`src/design/utf8d_pkg.sv`:
```
// ----------------------------------------------------------------------------
// utf8d_pkg
// Types and constants shared by the UTF-8 byte decoder.
// ----------------------------------------------------------------------------
package utf8d_pkg;

  localparam int unsigned BYTE_W = 8;
  localparam int unsigned CP_W   = 21;
  localparam int unsigned PEND_W = 2;

  localparam logic [CP_W-1:0] SURR_LO = CP_W'(24'h00D800);
  localparam logic [CP_W-1:0] SURR_HI = CP_W'(24'h00DFFF);
  localparam logic [CP_W-1:0] CP_MAX  = CP_W'(24'h10FFFF);

  typedef logic [BYTE_W-1:0] byte_t;
  typedef logic [CP_W-1:0]   cp_t;
  typedef logic [PEND_W-1:0] pend_t;

  typedef enum logic [1:0] {
    ST_ACCEPT   = 2'd0,
    ST_REJECT   = 2'd1,
    ST_CONTINUE = 2'd2
  } status_t;

endpackage

```
`src/design/utf8_byte_decoder.sv`:
```
// ----------------------------------------------------------------------------
// utf8_byte_decoder
// Incremental UTF-8 decoder that turns each input byte into one result.
// ----------------------------------------------------------------------------
//  Channel | Ports                                  | Direction
//  --------+----------------------------------------+----------
//  in      | in_valid, in_stall, in_byte            | sink
//  out     | out_valid, out_stall, out_status,      | source
//          | out_code_point                         |
//
// A byte is held in the input register, and its result in the result register,
// before the result transfer. A new byte can be taken in every cycle while the
// result channel does not stall. The decode logic between the two registers
// sets that rate.
// Reset clears the pending count, the accumulator and both valid flags.
// A stall on the result channel holds the result register and then the input
// register, and in_stall rises only when both are full.
// ----------------------------------------------------------------------------
module utf8_byte_decoder (
  input  logic               clk,
  input  logic               rst_n,
  input  logic               in_valid,
  output logic               in_stall,
  input  utf8d_pkg::byte_t   in_byte,
  output logic               out_valid,
  input  logic               out_stall,
  output utf8d_pkg::status_t out_status,
  output utf8d_pkg::cp_t     out_code_point
);
  import utf8d_pkg::*;

  logic    s1_valid_r;
  byte_t   s1_byte_r;
  pend_t   pending_r, pending_nxt;
  cp_t     acc_r, acc_nxt;
  logic    out_valid_r;
  status_t out_status_r, status_nxt;
  cp_t     out_cp_r, cp_nxt;
  logic    advance;
  logic    in_take;
  cp_t     shifted;

  assign advance  = s1_valid_r && (!out_valid_r || !out_stall);
  assign in_stall = s1_valid_r && !advance;
  assign in_take  = in_valid && !in_stall;

  assign out_valid      = out_valid_r;
  assign out_status     = out_status_r;
  assign out_code_point = out_cp_r;

  assign shifted = {acc_r[CP_W-7:0], s1_byte_r[5:0]};

  always_comb begin
    pending_nxt = pending_r;
    acc_nxt     = acc_r;
    status_nxt  = ST_CONTINUE;
    cp_nxt      = '0;
    if (pending_r == '0) begin
      priority if (s1_byte_r[7] == 1'b0) begin
        acc_nxt    = CP_W'(s1_byte_r);
        status_nxt = ST_ACCEPT;
        cp_nxt     = CP_W'(s1_byte_r);
      end else if (s1_byte_r[7:5] == 3'b110) begin
        acc_nxt     = CP_W'(s1_byte_r[4:0]);
        pending_nxt = PEND_W'(1);
      end else if (s1_byte_r[7:4] == 4'b1110) begin
        acc_nxt     = CP_W'(s1_byte_r[3:0]);
        pending_nxt = PEND_W'(2);
      end else if (s1_byte_r[7:3] == 5'b11110) begin
        acc_nxt     = CP_W'(s1_byte_r[2:0]);
        pending_nxt = PEND_W'(3);
      end else begin
        acc_nxt    = '0;
        status_nxt = ST_REJECT;
      end
    end else if (s1_byte_r[7:6] != 2'b10) begin
      acc_nxt     = '0;
      pending_nxt = '0;
      status_nxt  = ST_REJECT;
    end else if (pending_r != PEND_W'(1)) begin
      acc_nxt     = shifted;
      pending_nxt = pending_r - PEND_W'(1);
    end else if ((shifted >= SURR_LO && shifted <= SURR_HI) || shifted > CP_MAX) begin
      acc_nxt     = '0;
      pending_nxt = '0;
      status_nxt  = ST_REJECT;
    end else begin
      acc_nxt     = shifted;
      pending_nxt = '0;
      status_nxt  = ST_ACCEPT;
      cp_nxt      = shifted;
    end
  end

  always_ff @(posedge clk) begin
    if (!rst_n) begin
      s1_valid_r  <= 1'b0;
      out_valid_r <= 1'b0;
      pending_r   <= '0;
      acc_r       <= '0;
    end else begin
      if (in_take) begin
        s1_valid_r <= 1'b1;
      end else if (advance) begin
        s1_valid_r <= 1'b0;
      end
      if (advance) begin
        out_valid_r <= 1'b1;
        pending_r   <= pending_nxt;
        acc_r       <= acc_nxt;
      end else if (!out_stall) begin
        out_valid_r <= 1'b0;
      end
    end
  end

  always_ff @(posedge clk) begin
    if (in_take) begin
      s1_byte_r <= in_byte;
    end
    if (advance) begin
      out_status_r <= status_nxt;
      out_cp_r     <= cp_nxt;
    end
  end

  a_cp_zero_unless_accept: assert property (@(posedge clk) disable iff (!rst_n)
    out_valid_r && out_status_r != ST_ACCEPT |-> out_cp_r == '0)
    else $error("code point not zero on a non-accept result");

  a_cp_in_range: assert property (@(posedge clk) disable iff (!rst_n)
    out_valid_r && out_status_r == ST_ACCEPT |->
      out_cp_r <= CP_MAX && !(out_cp_r >= SURR_LO && out_cp_r <= SURR_HI))
    else $error("accepted code point out of range or surrogate");

  a_state_holds: assert property (@(posedge clk) disable iff (!rst_n)
    !advance |=> $stable(pending_r) && $stable(acc_r))
    else $error("decode state changed without a byte");

  a_reject_idles: assert property (@(posedge clk) disable iff (!rst_n)
    advance && status_nxt == ST_REJECT |=> pending_r == '0 && acc_r == '0)
    else $error("decoder not idle after a reject");

  a_stall_only_full: assert property (@(posedge clk) disable iff (!rst_n)
    in_stall |-> s1_valid_r && out_valid_r)
    else $error("input stalled while a register was free");

endmodule
```
`config.mk`:
```
export PLATFORM = sky130hd
export DESIGN_NAME = utf8_byte_decoder
export DESIGN_NICKNAME = d
export VERILOG_FILES = /design/src/design/utf8d_pkg.sv /design/src/design/utf8_byte_decoder.sv
export SDC_FILE = /design/constraint.sdc
export NUM_CORES = 1
export LEC_CHECK = 0
export ABC_CLOCK_PERIOD_IN_PS = 2600
export BUFFER_PORTS_ARGS = -buffer_cell sky130_fd_sc_hd__buf_2
export CAP_MARGIN = 10
export CORE_MARGIN = 2
export CORE_UTILIZATION = 54
export DETAILED_ROUTE_END_ITERATION = 8
export PLACE_DENSITY = 0.78
export SYNTH_ARGS = -nofsm -noshare
export SYNTH_HDL_FRONTEND = slang
export SYNTH_SLANG_ARGS = --single-unit
```
`constraint.sdc`:
```
create_clock -name clk -period 2.6 [get_ports clk]
set_input_delay 0.65 -clock clk [delete_from_list [all_inputs] [get_ports clk]]
set_output_delay 0.65 -clock clk [all_outputs]
set_load 0.005 [all_outputs]
```
==> out/metrics.csv <==
stage;metric;value;unit
worst_hold_path;Hold Path Origin;acc_r[4];
detailed_routing;drt via density;5.66;
grt;antenna violations before repair;0;
grt;number of global-route vias before repair;1308;
worst_hold_path;Hold WC Path Type;reg -> reg;
power_and_ir_drop;Switching Power;343;uW
setup_path;CP required;2750;ps
cts;clock sinks;50;
cts;CTS tree;yes;
die;die width;65.9;um
final_layout;NumNets Final;216;
setup_path;kind of critical path;reg -> reg;
setup_path;WP data arrival;2360;ps
grt;first-pass GRT wire length;6200;um
power_and_ir_drop;Sequential Power Share;59.1;%
cts;Post-CTS Setup Bufs;0;
worst_hold_path;Hold Crit Depth;2;
setup_path;FF-to-FF path depth;5;
final_layout;Ant. Diodes;0;
final_layout;most frequent cells in the layout;buf_2 (36), edfxtp_1 (31), dfxtp_1 (19);
yosys;Avg Cell Area, Syn;12.8;um2
die;Core Region;0.00366;mm2
yosys;Gate Count Post-Synth;161;
yosys;synth unique cells;43;
setup_path;Crit. Startpoint;pending_r[0];
power_and_ir_drop;LEAKAGE;0.930;nW
cts;Num CTS Buffers;5;
final_layout;share of cells above drive strength 1;27.2;%
setup_path;crit path capture type;flop;
cts;Post-CTS Resized;0;
placed_design;HPWL after detailed placement;2600;um
yosys;Synth Cell Area;0.00207;mm2
setup_path;Crit Path Max Fanout;14;
setup_path;critical path cell sequence;inv_1 > ha_1 > nor3b_1 > a31oi_1 > nor2b_1;
detailed_routing;detailed-route wire length;3690;um
setup_path;worst flop-to-flop path endpoint;out_code_point[0];
timing;setup tns final;0;ps
setup_path;slowest CP cell;nor3b_1;
timing;Clock Skew;10.6;ps
cts;cts hold-fix bufs;0;
die;Die ar.;0.00434;mm2
setup_path;Critical R2R Launch;pending_r[0];
timing;maximum achievable frequency;451;MHz
power_and_ir_drop;Power Internal;1.17;mW
detailed_routing;drt drc;0;
yosys;sequential element share of the synthesized area;63.5;%
setup_path;Buf/Inv on CP;1;
detailed_routing;1st-pass router iterations;4;
die;Initial Util;56.4;%
grt;overall routing resource usage;19.3;%
cts;Clock Path Buffers;2;
detailed_routing;via count;1414;
yosys;Ys Warns;0;
timing;Max-Slew Margin vs Limit;50.3;%
grt;grt total ovfl;0;
placed_design;GP Congestion;0.873;
cts;H-Tree Depth;2;
detailed_routing;remaining antenna violation count;0;
yosys;flops & latches, synth;50;
die;site row count;22;
timing;Setup Viol. Count Final;0;
timing;period utilization;85.3;%
power_and_ir_drop;total power;1.51;mW
setup_path;CP max stage delay;670;ps
detailed_routing;routed length per instance;14.8;um
power_and_ir_drop;Comb power frac;7.4;%
timing;final hold viol count;0;
setup_path;register-to-register setup slack;380;ps
final_layout;Layout area overhead;15.7;%
setup_path;Crit path max-delay family;simple AND/OR/NAND/NOR gates;
cts;worst skew pair latency;310;ps
final_layout;most common cell after layout, fill and taps aside;buf_2;
timing;unrepaired setup endpoints after global routing;false;
detailed_routing;Initial DRC Count;85;
die;Die Y;65.9;um
setup_path;type of origin of the critical path;flop;
cts;Clock transition at path regs;90;ps
cts;Root Driver;clkbuf_8;
die;I/O pins;37;
yosys;Syn Nets;176;
grt;largest net degree at the start of global routing;24;
power_and_ir_drop;PD cells;633;mW/mm2
timing;max-slew violations;0;
power_and_ir_drop;Peak VDD IR;0.346;mV
power_and_ir_drop;Clk pwr share;33.5;%
timing;post-layout min period;2220;ps
status;status;finished clean;
power_and_ir_drop;switch share;22.7;%
placed_design;PortBufs;36;
worst_hold_path;Endpoint, Worst Hold;acc_r[4];
flow_run;max-cap viol count;0;
timing;Worst Tran Pin Value;744;ps
cells by family (layout without fill, tap and decap cells):
| group | after synthesis | after routing | share of synthesized area [%] |
|---|---|---|---|
| flops | 50 | 50 | 63.5 |
| simple gates | 59 | 59 | 16.8 |
| buf+inv | 11 | 52 | 2.79 |
| fa+ha+maj | 3 | 3 | 1.82 |
| compound gates | 38 | 38 | 15.1 |
layer usage:
layer  up-vias  track usage (%)  share of wire, %
li1        685                -                 -
met1       660             23.3                41
met2        63             32.7                51
met3         6             5.79               6.4
met4         0             6.77               1.6
met5         -                0                 0
layout make-up:
class,instances,area [um2]
clock buffer,6,93.8
clock inverter,2,13.8
fill,265,1270
inverter,7,26.3
multi-input combinational,100,697
sequential,50,1310
tap,48,60.1
timing repair buffer,37,188
tightest hold or removal path, delay by kind of cell (launching register included):
family | cells | cell delay, ps
DFF | 1 | 330
AOI/OAI and AO/OA | 1 | 60
and+or+nand+nor | 1 | 50
how the worst max path moves through the flow:
stage / slack (ps) / cells after the start / to
6_report: 380 / 5 / out_code_point[0]
2_1_floorplan: 450 / 6 / acc_r[3]
3_3_place_gp: 580 / 5 / acc_r[12]
5_1_grt: 180 / 5 / out_code_point[0]
4_1_cts: 430 / 5 / out_code_point[0]
3_5_place_dp: 510 / 5 / acc_r[10]
power groups by stage:
stage | Sequential, mW | Clock (mW) | Combinational (mW)
after floorplan | 0.910 | 0 | 0.0666
after global placement | 0.911 | 0 | 0.107
after detailed placement | 0.913 | 0 | 0.110
after CTS | 0.894 | 0.514 | 0.111
after global routing | 0.898 | 0.547 | 0.125
final | 0.895 | 0.507 | 0.111
synthesized netlist by cell type:
library cell   n  area [um2]
a211o_1        1        8.76
or3_1          3        18.8
and2_2         4        30.0
o21ai_0        3        15.0
nand4_1        1        6.26
a221oi_1       1        8.76
a211oi_1       2        15.0
a21boi_0       6        45.0
o311ai_1       1        8.76
buf_6          2        22.5
nor2_1         7        26.3
and4_1         1        8.76
ha_1           3        37.5
and4bb_2       1        12.5
o211a_1        1        10.0
nor3b_1        1        7.51
edfxtp_1      31         931
o21a_1         1        7.51
a21bo_2        2        20.0
nor4_1         1        6.26
nand3_1        8        40.0
nand3b_1       1        7.51
and2_1        10        62.6
a22o_1         9        78.8
and4_4         1        11.3
o21ai_2        1        8.76
a21oi_1        2        10.0
and3_1         2        12.5
a31oi_1        1        6.26
a32oi_1        1        8.76
dfxtp_1       19         380
nand2b_1       1        6.26
buf_2          1        5.00
clkbuf_1       1        3.75
nor4b_1        1        8.76
o31ai_1        1        7.51
nand2_1        7        26.3
nor2b_1        8        50.1
a41oi_2        1        16.3
o41a_1         1        11.3
inv_1          7        26.3
a41oi_1        3        26.3
nor3_1         1        5.00
per-stage QoR:
stage | area (um2) | cells | utilization (%) | hold WS (ps) | setup slack, ps
finish | 2390 | 250 | 65.3 | 480 | 383
global placement | 2280 | 242 | 62.3 | 459 | 578
CTS | 2390 | 250 | 65.3 | 478 | 429
detailed placement | 2280 | 242 | 62.3 | 466 | 513
global route | 2390 | 250 | 65.3 | 500 | 179
floorplan | 2070 | 161 | - | 439 | 445
registers in the layout (all words and copies together) (netlist names):
name            cells
out_code_point     21
acc_r              15
s1_byte_r           8
out_status          2
pending_r           2
out_valid           1
s1_valid_r          1
No activity file was read; power rests on OpenSTA's default activity.
